===== config.mk =====
export PLATFORM = sky130hd
export DESIGN_NAME = servo_pulse_linear_interpolator_core
export DESIGN_NICKNAME = d
export VERILOG_FILES = /design/src/rtl/core/spli_pkg.sv /design/src/rtl/core/servo_pulse_linear_interpolator_core.sv /design/src/rtl/core/spli_alu.sv /design/src/rtl/core/spli_ramp.sv
export SDC_FILE = /design/constraint.sdc
export NUM_CORES = 1
export LEC_CHECK = 0
export CAP_MARGIN = 20
export CORE_MARGIN = 2
export CORE_UTILIZATION = 45
export DETAILED_ROUTE_END_ITERATION = 8
export DONT_BUFFER_PORTS = 1
export GPL_ROUTABILITY_DRIVEN = 1
export PLACE_DENSITY = 0.71
export SETUP_SLACK_MARGIN = 0.2
export SLEW_MARGIN = 25
export SYNTH_ARGS = -nofsm -noshare
export SYNTH_HDL_FRONTEND = slang
export SYNTH_SLANG_ARGS = --single-unit

===== constraint.sdc =====
create_clock -name clk -period 7.5 [get_ports clk]
set_input_delay 0 -clock clk [delete_from_list [all_inputs] [get_ports clk]]
set_output_delay 0 -clock clk [all_outputs]
set_load 0.02 [all_outputs]

===== src/rtl/core/spli_pkg.sv =====
package spli_pkg;

    // Field widths of the pulse and time values.
    localparam int PULSE_BITS = 12;
    localparam int TIME_BITS  = 16;

    // Working width of the shared adder: holds 2*|diff|*elapsed + duration.
    localparam int RAMP_W = PULSE_BITS + TIME_BITS + 2;

    // Step counter width, enough for the longer of the two loops.
    localparam int CNT_W = $clog2((TIME_BITS > PULSE_BITS) ? TIME_BITS : PULSE_BITS);

    // Configuration register indexes.
    localparam int CFG_IDX_BITS = 1;
    localparam logic [CFG_IDX_BITS-1:0] CFG_PULSE_MIN = 1'd0;
    localparam logic [CFG_IDX_BITS-1:0] CFG_PULSE_MAX = 1'd1;

    // Configuration reset values.
    localparam logic [PULSE_BITS-1:0] PULSE_MIN_RESET = PULSE_BITS'(500);
    localparam logic [PULSE_BITS-1:0] PULSE_MAX_RESET = PULSE_BITS'(2500);

    // Command function codes.
    localparam logic FUNC_START = 1'b0;
    localparam logic FUNC_TICK  = 1'b1;

    // Command item.
    typedef struct packed {
        logic                  func;
        logic [PULSE_BITS-1:0] init_width;
        logic [PULSE_BITS-1:0] goal_width;
        logic [TIME_BITS-1:0]  ramp_ms;
    } spli_in_t;

    // Result item.
    typedef struct packed {
        logic [PULSE_BITS-1:0] pulse_out;
        logic                  moving;
    } spli_out_t;

    // Request to the ramp engine.
    typedef struct packed {
        logic                  go;
        logic                  diff_neg;
        logic [PULSE_BITS-1:0] diff_mag;
        logic [TIME_BITS-1:0]  elapsed;
        logic [TIME_BITS-1:0]  length;
    } ramp_req_t;

    // Answer from the ramp engine: signed quotient as sign and magnitude.
    typedef struct packed {
        logic                  done;
        logic                  q_neg;
        logic [PULSE_BITS-1:0] q;
    } ramp_rsp_t;

endpackage


===== src/rtl/core/servo_pulse_linear_interpolator_core.sv =====
// Servo pulse ramp generator. A start command loads a move and presents the
// clamped start pulse (or the target when nothing moves) by way of the pending
// register and then the result register. A tick command advances the elapsed
// count by one millisecond; ticks that land while idle or at the end of the
// move also answer through those same two registers. A tick inside a move runs
// the ramp engine: 16 multiply steps, one or two steps to form the rounding
// numerator (two when a falling ramp needs the extra numerator step) and 12
// divide steps, all on one shared adder; the final offset and clamp are then
// registered into the pending register before the result is handed over. A
// stalled result holds the next one in the pending register. One command is
// worked on at a time; the next may be transferred while the previous result
// waits.
module servo_pulse_linear_interpolator_core
    import spli_pkg::*;
(
    input  logic                    clk,
    input  logic                    rst_n,
    input  logic                    cmd_valid,
    output logic                    cmd_stall,
    input  spli_in_t                cmd,
    output logic                    res_valid,
    input  logic                    res_stall,
    output spli_out_t               res,
    input  logic                    cfg_we,
    input  logic [CFG_IDX_BITS-1:0] cfg_index,
    input  logic [PULSE_BITS-1:0]   cfg_data
);

    typedef enum logic [2:0] {
        ST_IDLE = 3'b001,
        ST_WAIT = 3'b010,
        ST_OUT  = 3'b100
    } st_t;

    st_t                   state_reg, state_next;
    logic [PULSE_BITS-1:0] pmin_reg, pmax_reg;
    logic [PULSE_BITS-1:0] start_reg, start_next;
    logic [PULSE_BITS-1:0] end_reg, end_next;
    logic [TIME_BITS-1:0]  len_reg, len_next;
    logic [TIME_BITS-1:0]  elapsed_reg, elapsed_next;
    logic                  active_reg, active_next;
    spli_out_t             pend_reg, pend_next;
    spli_out_t             res_reg, res_next;
    logic                  res_valid_reg, res_valid_next;

    logic                  accept;
    logic                  slot_free;
    logic [TIME_BITS-1:0]  elapsed_inc;
    logic [PULSE_BITS-1:0] target_clamped;
    logic                  new_active;
    logic signed [PULSE_BITS+1:0] offset_s, ramp_sum;
    ramp_req_t             ramp_req;
    ramp_rsp_t             ramp_rsp;

    // Clamp tests the lower bound first, then the upper one.
    function automatic logic [PULSE_BITS-1:0] clamp_width(
        input logic signed [PULSE_BITS+1:0] v,
        input logic [PULSE_BITS-1:0]        lo,
        input logic [PULSE_BITS-1:0]        hi
    );
        logic signed [PULSE_BITS+1:0] lo_s;
        logic signed [PULSE_BITS+1:0] hi_s;
        begin
            lo_s = signed'({2'b00, lo});
            hi_s = signed'({2'b00, hi});
            if (v < lo_s)
                clamp_width = lo;
            else if (v > hi_s)
                clamp_width = hi;
            else
                clamp_width = v[PULSE_BITS-1:0];
        end
    endfunction

    assign cmd_stall = (state_reg != ST_IDLE);
    assign accept    = cmd_valid && !cmd_stall;
    assign slot_free = !res_valid_reg || !res_stall;

    assign elapsed_inc    = (elapsed_reg != '1) ? elapsed_reg + 1'b1 : elapsed_reg;
    assign target_clamped = clamp_width(signed'({2'b00, cmd.goal_width}), pmin_reg, pmax_reg);
    assign new_active     = (cmd.init_width != target_clamped) && (cmd.ramp_ms != '0);

    // Ramp request for a tick that falls inside an active move.
    assign ramp_req.go       = accept && (cmd.func == FUNC_TICK) && active_reg
                               && (elapsed_inc < len_reg);
    assign ramp_req.diff_neg = end_reg < start_reg;
    assign ramp_req.diff_mag = (end_reg < start_reg) ? (start_reg - end_reg)
                                                     : (end_reg - start_reg);
    assign ramp_req.elapsed  = elapsed_inc;
    assign ramp_req.length   = len_reg;

    spli_ramp u_ramp (
        .clk   (clk),
        .rst_n (rst_n),
        .req   (ramp_req),
        .rsp   (ramp_rsp)
    );

    // Apply the signed offset to the start pulse.
    assign offset_s = ramp_rsp.q_neg ? -signed'({2'b00, ramp_rsp.q})
                                     : signed'({2'b00, ramp_rsp.q});
    assign ramp_sum = signed'({2'b00, start_reg}) + offset_s;

    // Command handling and result hand-off.
    always_comb
    begin
        state_next     = state_reg;
        start_next     = start_reg;
        end_next       = end_reg;
        len_next       = len_reg;
        elapsed_next   = elapsed_reg;
        active_next    = active_reg;
        pend_next      = pend_reg;
        res_next       = res_reg;
        res_valid_next = res_valid_reg && res_stall;
        case (state_reg)
            ST_IDLE:
            begin
                if (accept)
                begin
                    if (cmd.func == FUNC_START)
                    begin
                        start_next          = cmd.init_width;
                        end_next            = target_clamped;
                        len_next            = cmd.ramp_ms;
                        elapsed_next        = '0;
                        active_next         = new_active;
                        pend_next.moving    = new_active;
                        pend_next.pulse_out = new_active
                            ? clamp_width(signed'({2'b00, cmd.init_width}), pmin_reg, pmax_reg)
                            : target_clamped;
                        state_next          = ST_OUT;
                    end
                    else
                    begin
                        elapsed_next = elapsed_inc;
                        if (ramp_req.go)
                        begin
                            state_next = ST_WAIT;
                        end
                        else
                        begin
                            active_next         = 1'b0;
                            pend_next.moving    = 1'b0;
                            pend_next.pulse_out = end_reg;
                            state_next          = ST_OUT;
                        end
                    end
                end
            end
            ST_WAIT:
            begin
                if (ramp_rsp.done)
                begin
                    pend_next.moving    = 1'b1;
                    pend_next.pulse_out = clamp_width(ramp_sum, pmin_reg, pmax_reg);
                    state_next          = ST_OUT;
                end
            end
            ST_OUT:
            begin
                if (slot_free)
                begin
                    res_next       = pend_reg;
                    res_valid_next = 1'b1;
                    state_next     = ST_IDLE;
                end
            end
            default:
            begin
                state_next = ST_IDLE;
            end
        endcase
    end

    // Control and move state.
    always_ff @(posedge clk or negedge rst_n)
    begin
        if (!rst_n)
        begin
            state_reg     <= ST_IDLE;
            start_reg     <= '0;
            end_reg       <= '0;
            len_reg       <= '0;
            elapsed_reg   <= '0;
            active_reg    <= 1'b0;
            res_valid_reg <= 1'b0;
        end
        else
        begin
            state_reg     <= state_next;
            start_reg     <= start_next;
            end_reg       <= end_next;
            len_reg       <= len_next;
            elapsed_reg   <= elapsed_next;
            active_reg    <= active_next;
            res_valid_reg <= res_valid_next;
        end
    end

    // Clamp bound registers.
    always_ff @(posedge clk or negedge rst_n)
    begin
        if (!rst_n)
        begin
            pmin_reg <= PULSE_MIN_RESET;
            pmax_reg <= PULSE_MAX_RESET;
        end
        else if (cfg_we)
        begin
            if (cfg_index == CFG_PULSE_MIN)
                pmin_reg <= cfg_data;
            else if (cfg_index == CFG_PULSE_MAX)
                pmax_reg <= cfg_data;
        end
    end

    // Result payload registers.
    always_ff @(posedge clk)
    begin
        pend_reg <= pend_next;
        res_reg  <= res_next;
    end

    assign res_valid = res_valid_reg;
    assign res       = res_reg;

endmodule


===== src/rtl/core/spli_alu.sv =====
module spli_alu
    import spli_pkg::*;
(
    input  logic [RAMP_W-1:0] a,
    input  logic [RAMP_W-1:0] b,
    input  logic              sub,
    output logic [RAMP_W-1:0] result,
    output logic              borrow
);

    logic [RAMP_W:0] full_sum;

    // One adder serves both add and subtract; subtract is a plus inverted b plus one.
    assign full_sum = {1'b0, a} + {1'b0, (sub ? ~b : b)} + {{RAMP_W{1'b0}}, sub};
    assign result   = full_sum[RAMP_W-1:0];
    assign borrow   = sub & ~full_sum[RAMP_W];

endmodule


===== src/rtl/core/spli_ramp.sv =====
module spli_ramp
    import spli_pkg::*;
(
    input  logic      clk,
    input  logic      rst_n,
    input  ramp_req_t req,
    output ramp_rsp_t rsp
);

    typedef enum logic [4:0] {
        R_IDLE = 5'b00001,
        R_MUL  = 5'b00010,
        R_FORM = 5'b00100,
        R_FIX  = 5'b01000,
        R_DIV  = 5'b10000
    } r_state_t;

    r_state_t                state_reg, state_next;
    logic [CNT_W-1:0]        cnt_reg, cnt_next;
    logic                    done_reg, done_next;

    logic [RAMP_W-1:0]       acc_reg, acc_next;
    logic [RAMP_W-1:0]       mcand_reg, mcand_next;
    logic [TIME_BITS-1:0]    mplier_reg, mplier_next;
    logic [RAMP_W-1:0]       dsh_reg, dsh_next;
    logic [TIME_BITS-1:0]    len_reg, len_next;
    logic                    dneg_reg, dneg_next;
    logic                    qneg_reg, qneg_next;
    logic [PULSE_BITS-1:0]   q_reg, q_next;

    logic [RAMP_W-1:0]       alu_a, alu_b, alu_res;
    logic                    alu_sub, alu_borrow;
    logic [RAMP_W-1:0]       acc_x2, len_ext;

    assign acc_x2  = {acc_reg[RAMP_W-2:0], 1'b0};
    assign len_ext = RAMP_W'(len_reg);

    spli_alu u_alu (
        .a      (alu_a),
        .b      (alu_b),
        .sub    (alu_sub),
        .result (alu_res),
        .borrow (alu_borrow)
    );

    // Operand selection for the shared adder in each phase.
    always_comb
    begin
        alu_a   = acc_reg;
        alu_b   = mcand_reg;
        alu_sub = 1'b0;
        case (state_reg)
            R_MUL:
            begin
                alu_a   = acc_reg;
                alu_b   = mcand_reg;
                alu_sub = 1'b0;
            end
            R_FORM:
            begin
                alu_a   = acc_x2;
                alu_b   = len_ext;
                alu_sub = dneg_reg;
            end
            R_FIX:
            begin
                alu_a   = len_ext;
                alu_b   = acc_x2;
                alu_sub = 1'b1;
            end
            R_DIV:
            begin
                alu_a   = acc_reg;
                alu_b   = dsh_reg;
                alu_sub = 1'b1;
            end
            default:
            begin
                alu_a   = acc_reg;
                alu_b   = mcand_reg;
                alu_sub = 1'b0;
            end
        endcase
    end

    // Sequencer: shift-add multiply, numerator forming, restoring divide.
    always_comb
    begin
        state_next  = state_reg;
        cnt_next    = cnt_reg;
        done_next   = 1'b0;
        acc_next    = acc_reg;
        mcand_next  = mcand_reg;
        mplier_next = mplier_reg;
        dsh_next    = dsh_reg;
        len_next    = len_reg;
        dneg_next   = dneg_reg;
        qneg_next   = qneg_reg;
        q_next      = q_reg;
        case (state_reg)
            R_IDLE:
            begin
                if (req.go)
                begin
                    acc_next    = '0;
                    mcand_next  = RAMP_W'(req.diff_mag);
                    mplier_next = req.elapsed;
                    len_next    = req.length;
                    dneg_next   = req.diff_neg;
                    cnt_next    = '0;
                    state_next  = R_MUL;
                end
            end
            R_MUL:
            begin
                if (mplier_reg[0])
                begin
                    acc_next = alu_res;
                end
                mcand_next  = {mcand_reg[RAMP_W-2:0], 1'b0};
                mplier_next = mplier_reg >> 1;
                cnt_next    = cnt_reg + 1'b1;
                if (cnt_reg == CNT_W'(TIME_BITS - 1))
                begin
                    state_next = R_FORM;
                end
            end
            R_FORM:
            begin
                // Numerator is 2*diff*elapsed + duration; keep its magnitude and sign.
                dsh_next = len_ext << PULSE_BITS;
                cnt_next = '0;
                q_next   = '0;
                if (!dneg_reg)
                begin
                    acc_next   = alu_res;
                    qneg_next  = 1'b0;
                    state_next = R_DIV;
                end
                else if (!alu_borrow)
                begin
                    acc_next   = alu_res;
                    qneg_next  = 1'b1;
                    state_next = R_DIV;
                end
                else
                begin
                    state_next = R_FIX;
                end
            end
            R_FIX:
            begin
                // Negative offset smaller than half a step: numerator stays positive.
                dsh_next   = len_ext << PULSE_BITS;
                cnt_next   = '0;
                q_next     = '0;
                acc_next   = alu_res;
                qneg_next  = 1'b0;
                state_next = R_DIV;
            end
            R_DIV:
            begin
                if (!alu_borrow)
                begin
                    acc_next = alu_res;
                end
                q_next   = {q_reg[PULSE_BITS-2:0], ~alu_borrow};
                dsh_next = dsh_reg >> 1;
                cnt_next = cnt_reg + 1'b1;
                if (cnt_reg == CNT_W'(PULSE_BITS - 1))
                begin
                    done_next  = 1'b1;
                    state_next = R_IDLE;
                end
            end
            default:
            begin
                state_next = R_IDLE;
            end
        endcase
    end

    // Control state.
    always_ff @(posedge clk or negedge rst_n)
    begin
        if (!rst_n)
        begin
            state_reg <= R_IDLE;
            cnt_reg   <= '0;
            done_reg  <= 1'b0;
        end
        else
        begin
            state_reg <= state_next;
            cnt_reg   <= cnt_next;
            done_reg  <= done_next;
        end
    end

    // Datapath registers.
    always_ff @(posedge clk)
    begin
        acc_reg    <= acc_next;
        mcand_reg  <= mcand_next;
        mplier_reg <= mplier_next;
        dsh_reg    <= dsh_next;
        len_reg    <= len_next;
        dneg_reg   <= dneg_next;
        qneg_reg   <= qneg_next;
        q_reg      <= q_next;
    end

    assign rsp.done  = done_reg;
    assign rsp.q_neg = qneg_reg;
    assign rsp.q     = q_reg;

endmodule


Word-level counts from Yosys, hierarchy flattened
Index checks and enable logic that the tools add are counted.

Flip-flop bits (word level): 257. Input port bits: 59. RAM bits: 0. Latch bits: 0. Output and inout bits: 15. Memories: 0. Bits in read-only memories: 0. Word-level logic and storage cells: 157.

Add/sub/neg operators: 8. Multiplexer cells: 54. Div/mod/pow operators: 0. Shift operators: 0. Eq/ne operators: 23. Multiply operators: 0. Magnitude comparators: 8. Bitwise logic cells: 6. Reductions and logical operators: 34.

Operators with widths (number): 30-bit 2-to-1 mux (6); 30-bit one-hot mux with 2 select lines (3); 30-bit one-hot mux with 5 select lines (1); 12-bit 2-to-1 mux (8); 30-bit one-hot mux with 3 select lines (1); 13-bit 2-to-1 mux (4); 16-bit 2-to-1 mux (3); 12-bit < comparator (3); 16-bit one-hot mux with 2 select lines (1); 30-bit by 30-bit adder with 31-bit output (1); 31-bit by 1-bit adder with 31-bit output (1); 30-bit inverter (1); 13-bit one-hot mux with 2 select lines (1); 5-bit 2-to-1 mux (5); 5-bit one-hot mux with 5 select lines (1); 12-bit > comparator (2); 12-bit one-hot mux with 2 select lines (1); 12-bit subtractor (2); 16-bit by 1-bit adder with 16-bit output, second input constant (1); 16-bit < comparator (1); 16-bit inequality test, second input constant (1); 2-bit AND reduction (8); 16-bit nonzero test (1); 3-bit 2-to-1 mux (5); other kinds (36) (71).

Logic depth before layout (Yosys ltp)
Gate-level depths: netlist of the first run.

Depth after elaboration: 11. Depth in mapped cells: 24. Mapped depth without buffers: 23.

Cells and area by module
From an unflattened synthesis of the first run, not the netlist that was laid out.

Cell total of the unflattened synthesis: 1947. Area total of the unflattened synthesis: 18760.5 µm².

By module, submodules not included: servo_pulse_linear_interpolator_core (times used 1, cells an instance 1115, area an instance 9978.3 µm², sequential area each 2922.8 µm²); spli_ramp (times used 1, cells an instance 563, area an instance 6795.3 µm², sequential area each 4275.4 µm²); spli_alu (times used 1, cells an instance 269, area an instance 1986.9 µm², sequential area each 0.0 µm²).

Least setup slack after synthesis of the first run
OpenSTA, ideal clock, no wires.

Path kind: register to register. Start: register u_ramp.state_reg[1]. End: register u_ramp.acc_reg[11] (data pin). Setup time: 283 ps. Required time: 7217 ps. Slack: 1177 ps. Clock period less this slack: 6323 ps. Arrival: 6039 ps. Stages on the path, launching flop included: 24. Buffers on the path: 5. Cell sequence: dfrtp_1 -> buf_2 -> nor3_4 -> and3_1 -> clkbuf_1 -> nor3_1 -> inv_1 -> clkbuf_1 -> clkbuf_1 -> a21oi_1 -> xnor2_1 -> fa_1 -> a21o_1 -> a21o_1 -> a211oi_2 -> or3_1 -> o31ai_4 -> a31oi_4 -> o221a_1 -> a21boi_1 -> nor4b_4 -> buf_4 -> mux2i_1 -> nor2_1.

Longest elaborated chain between the ends: 11. Elaborated cells between the ends (all ways): 19. Those cells by class: add/sub: 2; eq/ne: 5; mux: 8; bitwise: 3; reduce/logical: 1.

RTL lines: start: declaration (RTL line spli_ramp.sv:18) `r_state_t state_reg, state_next;`; start signal: assignment (RTL line spli_ramp.sv:194) `state_reg <= state_next;`; 5-bit by 4-bit equality test with 1-bit output, or another cell as far along (RTL line spli_ramp.sv:52, spli_ramp.sv:100); 2-bit OR reduction (no source line) or 30-bit one-hot mux with 3 select lines (tied branches); 1-bit one-hot mux with 2 select lines or 30-bit inverter (tied branches) (RTL line spli_ramp.sv:52, spli_alu.sv:14); 30-bit 2-to-1 mux (RTL line spli_alu.sv:14) `assign full_sum = {1'b0, a} + {1'b0, (sub ? ~b : b)} + {{RAMP_W{1'b0}}, sub};`; 30-bit by 30-bit adder with 31-bit output (RTL line spli_alu.sv:14); 31-bit by 1-bit adder with 31-bit output (RTL line spli_alu.sv:14); 1-bit inverter; 1-bit bitwise AND; 30-bit 2-to-1 mux (RTL line spli_ramp.sv:140, spli_ramp.sv:163); 30-bit 2-to-1 mux (RTL line spli_ramp.sv:134) `if (!dneg_reg)`; 30-bit one-hot mux with 5 select lines (*) (RTL line spli_ramp.sv:100) `case (state_reg)`; net u_ramp.acc_next[11] (RTL line spli_ramp.sv:22) `logic [RAMP_W-1:0] acc_reg, acc_next;`; end signal: assignment (RTL line spli_ramp.sv:203) `acc_reg <= acc_next;`; end: declaration (RTL line spli_ramp.sv:22).

The timed path passes the listed nets; every way through them passes the cells marked *. The select of a mux whose other input is x is not followed. A chain may end at the register's enable or synchronous reset.

Final worst setup path of the first run
Start: register u_ramp.state_reg[2]. End: register u_ramp.acc_reg[23] (data pin).

The elaborated chain is that of the path after synthesis.

==> results of run 1 <==
[power breakdown]
part	switching, mW	leakage [nW]	internal (mW)	total (mW)
Sequential	0.300	2.68	1.92	2.22
Clock	0.608	0.524	0.950	1.56
Combinational	1.98	5.37	1.41	3.39
[placed cells by master (no fill, tap or decap), types with 7 or more instances in the layout]
master         instances
clkbuf_16             34
buf_4                 21
edfxtp_1             160
o21a_1                16
nor3_1                17
ha_1                 156
a31oi_1               11
a32o_1                 9
nor2_1               151
a22o_1                41
dlygate4sd3_1         78
xor2_1                27
a221oi_1              13
mux2i_1               51
nand3_1               34
o21ai_0              105
and2_1                30
o21bai_1               7
mux2_2                18
xnor2_1               69
o22ai_1               14
nand4_1               20
a21oi_1              112
dfrtp_1               82
nor2b_1               11
a22oi_1               21
o31ai_1               14
nand2_1              235
o21ai_1               13
inv_1                 98
nor4_1                19
a21o_1                41
o211ai_1               8
nand2b_1              14
a211oi_1              11
and3_1                41
dfstp_2               13
[through the flow]
stage / hold WS [ns] / total power, mW
2_1_floorplan: -0.296 / 4.69
3_3_place_gp: -0.292 / 5.41
3_5_place_dp: -0.292 / 5.49
4_1_cts: 0.00387 / 7.14
5_1_grt: 0.0402 / 7.66
6_report: 0.00806 / 7.17
[metal layers]
layer,wire length [um],vias up,track usage
met2,22100,529,0.379
met1,21100,7041,0.317
li1,-,6861,-
met5,0,-,0
met4,1960,0,0.0899
met3,2980,108,0.0343
[cells by family after synthesis]
kind of cell             after synthesis
adder cells (fa/ha/maj)              160
XOR/XNOR                              96
AND/OR/NAND/NOR                      609
flip-flops                           255
buffers and inverters                178
multiplexers                          71
AO/OA/AOI/OAI                        484
[repair_timing]
item / CTS / global route
hold endpoints to repair: 196 / 0
gates resized for setup: 0 / 0
hold buffers: 79 / 0
[worst max-delay path by stage]
stage                                              end  slack [ns]  cells past startpoint
after global placement    u_ramp.acc_reg[23]$_DFFE_PP_        1.58                     24
after detailed placement  u_ramp.acc_reg[10]$_DFFE_PP_        1.28                     24
after floorplan           u_ramp.acc_reg[11]$_DFFE_PP_        1.18                     23
final                     u_ramp.acc_reg[23]$_DFFE_PP_        1.21                     24
after global routing       u_ramp.acc_reg[2]$_DFFE_PP_        0.84                     24
after CTS                 u_ramp.acc_reg[23]$_DFFE_PP_        1.24                     24
[layout make-up]
cell class / count / area (um2) / area share
multi-input combinational: 1420 / 9800 / 0.488
sequential: 255 / 7200 / 0.358
timing repair buffer: 101 / 993 / 0.0495
clock buffer: 41 / 907 / 0.0452
tap: 518 / 648 / 0.0323
inverter: 99 / 372 / 0.0185
clock inverter: 15 / 164 / 0.00816
[worst max-delay path: stages (launching register included)]
cell,delay (ns)
dfrtp_1,0.53
nor3_4,0.23
buf_4,0.25
and2_1,0.16
buf_4,0.22
nor3_1,0.08
buf_4,0.20
inv_2,0.62
buf_4,0.43
nor2_1,0.07
a21oi_1,0.16
xnor2_1,0.09
ha_1,0.38
a21o_1,0.20
a21oi_1,0.19
o31ai_1,0.15
a21oi_1,0.26
o31ai_4,0.16
a31oi_4,0.22
o221a_1,0.21
a21boi_1,0.11
nor4b_4,0.30
buf_4,0.38
nor2_4,0.16
a22o_1,0.21
==> flow_metrics.tcl, run 1 <==
set metrics [dict create \
    status "finished, final reports clean" \
    grt_pass1_vias 14600 \
    startpoint "u_ramp.state_reg[2]$_DFFE_PN0P_" \
    cts.clk_slew.worst_paths_ns 0.06 \
    clock-sinks 255 \
    numPlacedInstances 2313 \
    ir_drop_mv 0.272 \
    final_cell_area_um2 20100 \
    rr_startpoint "u_ramp.state_reg[2]$_DFFE_PN0P_" \
    tightest_slew_ns 0.838 \
    skew_ns 0.0121 \
    p_leak_nw 8.57 \
    setup_tns_ns 0 \
    ys_seq_elements 255 \
    synth_common_cells "236 x nand2_1, 160 x edfxtp_1, 156 x ha_1" \
    hold_class "in2async" \
    rsz0062_at_grt "false" \
    core_area_um2 38700 \
    max_slew_margin 0.439 \
    syn_area_um2 17700 \
    netlist_instances 1853 \
    final_cells 2449 \
    required_ns 7.81 \
    viasPerCell 5.94 \
    synth_top_area_share 0.272 \
    place_area_um2 18200 \
    rows 72 \
    ant_nets 0 \
    worst-r2r-setup-slack_ns 1.21 \
    num-nets-final 2126 \
    synth_flop_cell "edfxtp_1" \
    rr_worst_depth 24 \
    hold_violations 0 \
    dp_hpwl_mm 34.6 \
    muxShareOfSynthArea 0.0417 \
    dp_slack_ns 1.28 \
    cts_root_buf "clkbuf_16" \
    firstDrtPassIters 5 \
    synth_xor_area_frac 0.0475 \
    synth_edf_count 160 \
    synth_most_common_cell "nand2_1" \
    syn_avg_cell_area_um2 9.54 \
    antenna_found_initial 0 \
    dieHeight_um 202 \
    syn-num-nets 2072 \
    synth_compound_area_frac 0.184 \
    p_per_area_nw_per_um2 357 \
    yosys.area.top_type "edfxtp_1" \
    cts_tree "yes" \
    port_buffers 0 \
    grt_max_degree 96 \
    track_usage 0.234 \
    max_freq_mhz 159 \
    routedWlPerCell_um 19.7 \
    drt_iter0_drc 998 \
    overflow 0 \
    synth_area_leaders "edfxtp_1 27%, dfrtp_1 12%, ha_1 11%, nand2_1 5.0%, xnor2_1 3.4%" \
    pin_count 74 \
    final_util 0.518 \
    end_kind "flop" \
    fin_crit_ns 6.29 \
    fillerInstances 3489 \
    reg2reg_to "u_ramp.acc_reg[23]$_DFFE_PP_" \
    crit_path_max_fanout 46 \
    setup.worst_path.start_class "flop" \
    dieArea_um2 40900 \
    gp_congestion 0.953 \
    postCtsSetupBuffers 0 \
    finalCritPeriodShare 0.839 \
    drc 0 \
    cp.arrival_ns 6.61 \
    layout_setup_ws_ns 1.21 \
    yosysUniqueCellTypes 85 \
    diodes 0 \
    clock_latency_ns 0.57 \
    yosys.area_share.simple 0.164 \
    clockBufferDepth 3 \
    synth_seq_area_share 0.407 \
    cts_made_buffers 30 \
    die_width_um 202 \
    grt_pass1_wl_mm 77.7 \
    wl_mm 48.1 \
    cts_htree_levels 1 \
    drive_gt1_frac 0.0772 \
    synth_warnings 0 \
    synth_fa_ha_area_frac 0.115 \
    crit_type "reg2reg" \
    cap_violations 0 \
    synthToLayoutAreaGrowth_pct 13.6 \
    initial_core_util 0.456 \
    async_flop_share 0.373 \
    slew_violations 0 \
    synth_top_family_by_area "compound AO/OA/AOI/OAI gates" \
    setup_viol 0 \
    vias 14500 \
]
(Power assumes the default switching activity.)
==> run 2: changes to the inputs <==
==> constraint.sdc (replaced) <==
create_clock -name clk -period 6.55 [get_ports clk]
set_input_delay 0 -clock clk [delete_from_list [all_inputs] [get_ports clk]]
set_output_delay 0 -clock clk [all_outputs]
set_load 0.02 [all_outputs]
==> run 2 against run 1 <==
Against the previous run: the run now ends with hold timing left; combinational power is 14% higher; register-to-register slack worse by 0.38 ns; via count is 0.63% lower; die area stayed put; setup slack worse by 0.38 ns; critical path type unchanged; highest routed layer unchanged.
==> flow_metrics.tcl, run 2 (same netlist as run 1, synthesis figures left out) <==
set metrics [dict create \
    layout_setup_ws_ns 0.826 \
    routed.top_layer "met4" \
    multiInputGateArea_um2 9800 \
    crit_path_max_fanout 28 \
    p_per_area_nw_per_um2 407 \
    grt_max_degree 73 \
    power.internal_mw 4.88 \
    synthToLayoutAreaGrowth_pct 13.8 \
    grt_pass1_wl_mm 77.9 \
    fin_crit_ns 5.72 \
    p_comb_frac 0.473 \
    slew_violations 0 \
    drc 0 \
    cts_tree "yes" \
    clock-sinks 255 \
    layout_commonest_cell "nand2_1" \
    drt_iter0_drc 1131 \
    crit_top_cell "buf_4" \
    wl_mm 48.7 \
    crit_type "reg2reg" \
    firstDrtPassIters 6 \
    overflow 0 \
    netSwitchingFraction 0.404 \
    core_area_um2 38700 \
    slowest_delay_ns 0.51 \
    cts.clk_slew.worst_paths_ns 0.06 \
    dieArea_um2 40900 \
    ir_drop_mv 0.252 \
    cts_made_buffers 30 \
    rsz0062_at_grt "false" \
    dieHeight_um 202 \
    p_switching_mw 3.31 \
    final_cell_mix "235 x nand2_1, 160 x edfxtp_1, 156 x ha_1" \
    final_cell_area_um2 20100 \
    p_leak_nw 8.58 \
    dp_slack_ns 0.937 \
    skew_ns 0.0704 \
    rows 72 \
    antenna_found_initial 1 \
    wl_met2_mm 21.5 \
    setup_viol 0 \
    seqCellArea_um2 7200 \
    failed_checks "hold timing" \
    required_ns 6.86 \
    die_width_um 202 \
    max_freq_mhz 175 \
    cts_root_buf "clkbuf_16" \
    wl_met3_mm 3.22 \
    tightest_slew_ns 0.854 \
    power_frac_seq 0.312 \
    numPlacedInstances 2315 \
    cap_violations 0 \
    worst-r2r-setup-slack_ns 0.83 \
    port_buffers 0 \
    cts_htree_levels 1 \
    gp_congestion 0.961 \
    hold_ws_ns -0.0205 \
    postCtsSetupBuffers 0 \
    vias 14400 \
    hold_class "in2reg" \
    setup_tns_ns 0 \
    num-nets-final 2132 \
    dp_hpwl_mm 35.4 \
    cp_cell_sequence "nor3_4 > buf_4 > and2_1 > buf_4 > nor3_1 > inv_2 > buf_4 > nor2_1 > a21oi_1 > xnor2_1 > ha_1 > a21o_1 > a21oi_1 > o31ai_1 > a21oi_1 > o31ai_4 > a31oi_4 > o221a_1 > a21boi_1 > nor4b_4 > buf_4 > nor2_1 > o221a_2" \
    finalCritPeriodShare 0.874 \
    place_area_um2 18200 \
    path_buf_inv 5 \
    end_kind "flop" \
    status "finished with violations" \
    final_cells 2454 \
    drive_gt1_frac 0.0755 \
    ant_nets 0 \
    power_frac_clock 0.215 \
    track_usage 0.237 \
    crit_path_top_delay_cell "dfrtp_1" \
    cp.arrival_ns 6.03 \
    routedWlPerCell_um 19.8 \
    pin_count 74 \
    clock_latency_ns 0.62 \
    initial_core_util 0.456 \
    grt_pass1_vias 14100 \
    viasPerCell 5.89 \
    clockBufferDepth 3 \
    fillerInstances 3520 \
    wl_met1_mm 21.8 \
    crit_family "compound AO/OA/AOI/OAI gates" \
    setup.worst_path.start_class "flop" \
    max_slew_margin 0.429 \
    hold_violations 1 \
]
-- run 2: cell types whose count changed in the layout (fill, tap and decap cells not counted), sizes merged --
cell / change
clkinvlp: -1
clkbuf: -4
bufinv: +2
buf: +3
clkinv: +2
inv: -2
dlygate4sd3: +3
diode: +2
-- run 2: area by class of cell --
cell class | count | share of cell area
inverters | 99 | 0.0185
multi-input cells | 1420 | 0.487
well taps | 518 | 0.0322
diodes | 2 | 0.000249
clock inverters | 16 | 0.0118
repair buffers | 107 | 0.0526
clock buffers | 37 | 0.0396
flip-flops and latches | 255 | 0.358
-- run 2: worst reg2reg max path, cell delays in order (launching register included) --
cell and delay (ns):
dfrtp_1 0.51, nor3_4 0.22, buf_4 0.26, and2_1 0.16, buf_4 0.23, nor3_1 0.10, inv_2 0.17, buf_4 0.35
nor2_1 0.08, a21oi_1 0.16, xnor2_1 0.10, ha_1 0.39, a21o_1 0.21, a21oi_1 0.21, o31ai_1 0.14, a21oi_1 0.29
o31ai_4 0.17, a31oi_4 0.20, o221a_1 0.22, a21boi_1 0.11, nor4b_4 0.50, buf_4 0.31, nor2_1 0.07, o221a_2 0.24
-- run 2: layer usage --
layer  up-vias  global-route usage
met4         0              0.0978
li1       6861                   -
met5         -                   0
met2       538               0.371
met3       108              0.0410
met1      6941               0.326
-- run 2: power by group through the flow --
stage / logic, mW / clock network, mW / registers [mW]
after global placement: 3.63 / 0 / 2.57
after global routing: 4.31 / 1.84 / 2.60
after floorplan: 2.94 / 0 / 2.43
after CTS: 3.82 / 1.78 / 2.54
final: 3.87 / 1.76 / 2.56
after detailed placement: 3.74 / 0 / 2.56
-- run 2: path summary, 6_finish.rpt --
check / from / to / cells after the start
max in group asynchronous: rst_n / len_reg[2]$_DFFE_PN0P_ / 4
setup reg to reg: u_ramp.state_reg[2]$_DFFE_PN0P_ / u_ramp.acc_reg[0]$_DFFE_PP_ / 23
hold reg to reg: len_reg[13]$_DFFE_PN0P_ / u_ramp.len_reg[13]$_DFFE_PP_ / 0
min in group asynchronous: rst_n / elapsed_reg[2]$_DFFE_PN0P_ / 3
hold / removal: cmd[29] / pend_reg[2]$_DFFE_PP_ / 4
setup / recovery: u_ramp.state_reg[2]$_DFFE_PN0P_ / u_ramp.acc_reg[0]$_DFFE_PP_ / 23
-- run 2: timing repair --
item                                   4_1_cts  5_1_grt
endpoints found under the hold margin      196        0
resized for setup                            0        0
hold buffers                                83        0
setup endpoints to repair                    0        0
-- run 2: stage by stage --
stage | utilization | total power, mW
4_1_cts | 0.518 | 8.15
2_1_floorplan | - | 5.37
3_3_place_gp | 0.469 | 6.20
6_report | 0.519 | 8.20
5_1_grt | 0.519 | 8.75
3_5_place_dp | 0.469 | 6.29
==> run 3: changes to the inputs <==
==> constraint.sdc (replaced) <==
create_clock -name clk -period 6.55 [get_ports clk]
set_input_delay 0.3275 -clock clk [delete_from_list [all_inputs] [get_ports clk]]
set_output_delay 0.3275 -clock clk [all_outputs]
set_load 0.02 [all_outputs]
==> run 3 against run 2 <==
Against the previous run: the run still ends with hold timing left; hold slack improved by 0.020 ns; routed wire length fell by 1.3%; critical endpoint unchanged; critical path type unchanged; utilization fell by 1.0 points; clock skew fell by 0.00094 ns; sequential share of layout area rose by 0.73 points; cell area fell by 2.0%; flip-flop and latch count did not move; total power fell by 0.37%.
==> flow_metrics.tcl, run 3 (same netlist as run 1, synthesis figures left out) <==
set metrics [dict create \
    status "finished with violations" \
    failed_checks "hold timing" \
    cts_made_buffers 30 \
    worst-r2r-setup-slack_ns 0.84 \
    finalCritPeriodShare 0.872 \
    cap_violations 0 \
    pin_count 74 \
    power.internal_mw 4.86 \
    cts_tree "yes" \
    p_switching_mw 3.31 \
    gp_congestion 0.961 \
    rows 72 \
    reg2reg_to "u_ramp.acc_reg[0]$_DFFE_PP_" \
    final_cells 2415 \
    layout_commonest_cell "nand2_1" \
    grt_pass1_vias 13900 \
    num-nets-final 2093 \
    fin_crit_ns 5.71 \
    place_area_um2 18200 \
    drive_gt1_frac 0.0765 \
    final_cell_mix "235 x nand2_1, 160 x edfxtp_1, 156 x ha_1" \
    worstHoldStart "cmd[40]" \
    cts_root_buf "clkbuf_16" \
    power_frac_clock 0.216 \
    rsz0062_at_grt "false" \
    clock-sinks 255 \
    die_width_um 202 \
    routedWlPerCell_um 19.9 \
    startpoint "u_ramp.state_reg[2]$_DFFE_PN0P_" \
    rr_worst_depth 23 \
    hold_class "in2reg" \
    viasPerCell 5.92 \
    dieHeight_um 202 \
    p_leak_nw 8.42 \
    grt_pass1_wl_mm 76.5 \
    end_kind "flop" \
    antenna_found_initial 1 \
    netSwitchingFraction 0.405 \
    drt_iter0_drc 1037 \
    setup_tns_ns 0 \
    grt_max_degree 96 \
    clock_latency_ns 0.62 \
    cp-endpoint "u_ramp.acc_reg[0]$_DFFE_PP_" \
    dieArea_um2 40900 \
    firstDrtPassIters 7 \
    hold_violations 1 \
    port_buffers 0 \
    numPlacedInstances 2315 \
    postCtsSetupBuffers 0 \
    hold_ws_ns -0.000431 \
    p_comb_frac 0.471 \
    max_freq_mhz 175 \
    setup.worst_path.start_class "flop" \
    clockBufferDepth 3 \
    wl_mm 48.0 \
    power_frac_seq 0.313 \
    dp_hpwl_mm 35.4 \
    tightest_slew_ns 0.855 \
    track_usage 0.233 \
    setup_viol 0 \
    cp.arrival_ns 6.02 \
    drc 0 \
    crit_path_max_fanout 28 \
    cts.clk_slew.worst_paths_ns 0.06 \
    synthToLayoutAreaGrowth_pct 11.5 \
    skew_ns 0.0695 \
    ir_drop_mv 0.254 \
    required_ns 6.86 \
    vias 14300 \
    initial_core_util 0.456 \
    total_power_mw 8.17 \
    post_cts_resized 0 \
    slew_violations 0 \
    rr_startpoint "u_ramp.state_reg[2]$_DFFE_PN0P_" \
    overflow 0 \
    crit_type "reg2reg" \
    p_per_area_nw_per_um2 414 \
    max_slew_margin 0.429 \
    final_cell_area_um2 19700 \
    ant_nets 0 \
    core_area_um2 38700 \
    final_util 0.509 \
    cts_htree_levels 1 \
]
run 3: per-stage QoR:
| step | hold WS (ns) | setup slack (ns) |
|---|---|---|
| finish | -0.000431 | 0.836 |
| global route | 0.0245 | 0.418 |
| CTS | 0.0284 | 0.892 |
| detailed placement | 0.0355 | 0.937 |
| global placement | 0.0355 | 1.19 |
| floorplan | 0.0319 | 0.227 |
run 3: power groups by stage:
stage          Combinational, mW  Clock (mW)  Sequential, mW
4_1_cts                     3.80        1.78            2.54
6_report                    3.84        1.76            2.56
3_3_place_gp                3.63           0            2.57
5_1_grt                     4.28        1.83            2.60
3_5_place_dp                3.74           0            2.56
2_1_floorplan               2.94           0            2.43
run 3: how the worst min path moves through the flow:
| stage | endpoint | slack (ns) | cells after the start |
|---|---|---|---|
| 6_report | start_reg[1]$_DFFE_PN0P_ | -0.0004 | 2 |
| 5_1_grt | start_reg[10]$_DFFE_PN0P_ | 0.02 | 2 |
| 4_1_cts | state_reg[0]$_DFFE_PN1P_ | 0.03 | 2 |
| 3_5_place_dp | elapsed_reg[12]$_DFFE_PN0P_ | 0.04 | 0 |
| 3_3_place_gp | elapsed_reg[11]$_DFFE_PN0P_ | 0.04 | 0 |
| 2_1_floorplan | active_reg$_DFFE_PN0P_ | 0.03 | 0 |
run 3: what timing repair did:
item | in CTS | in global routing
hold endpoints to repair | 152 | 0
endpoints found under the setup margin | 0 | 0
hold buffers | 44 | 0
run 3: metal layers:
layer	vias up	global-route usage	routed length [um]
li1	6783	-	-
met1	6905	0.322	21500
met2	520	0.368	21400
met3	91	0.0385	3190
met4	0	0.0912	1910
met5	-	0	0
run 3: critical path, cell delays in order (launching register included):
cell      delay, ns
dfrtp_1        0.50
nor3_4         0.22
buf_4          0.26
and2_1         0.16
buf_4          0.23
nor3_1         0.10
inv_2          0.17
buf_4          0.35
nor2_1         0.08
a21oi_1        0.16
xnor2_1        0.10
ha_1           0.39
a21o_1         0.21
a21oi_1        0.22
o31ai_1        0.14
a21oi_1        0.29
o31ai_4        0.17
a31oi_4        0.20
o221a_1        0.22
a21boi_1       0.11
nor4b_4        0.49
buf_4          0.31
nor2_1         0.07
o221a_2        0.25
run 3: layout make-up:
class,instances,area [um2]
flip-flops and latches,255,7200
clock buffers,37,797
diodes,2,5.00
fillers,3563,19000
repair buffers,68,658
clock inverters,16,238
inverters,99,372
multi-input cells,1420,9800
well taps,518,648
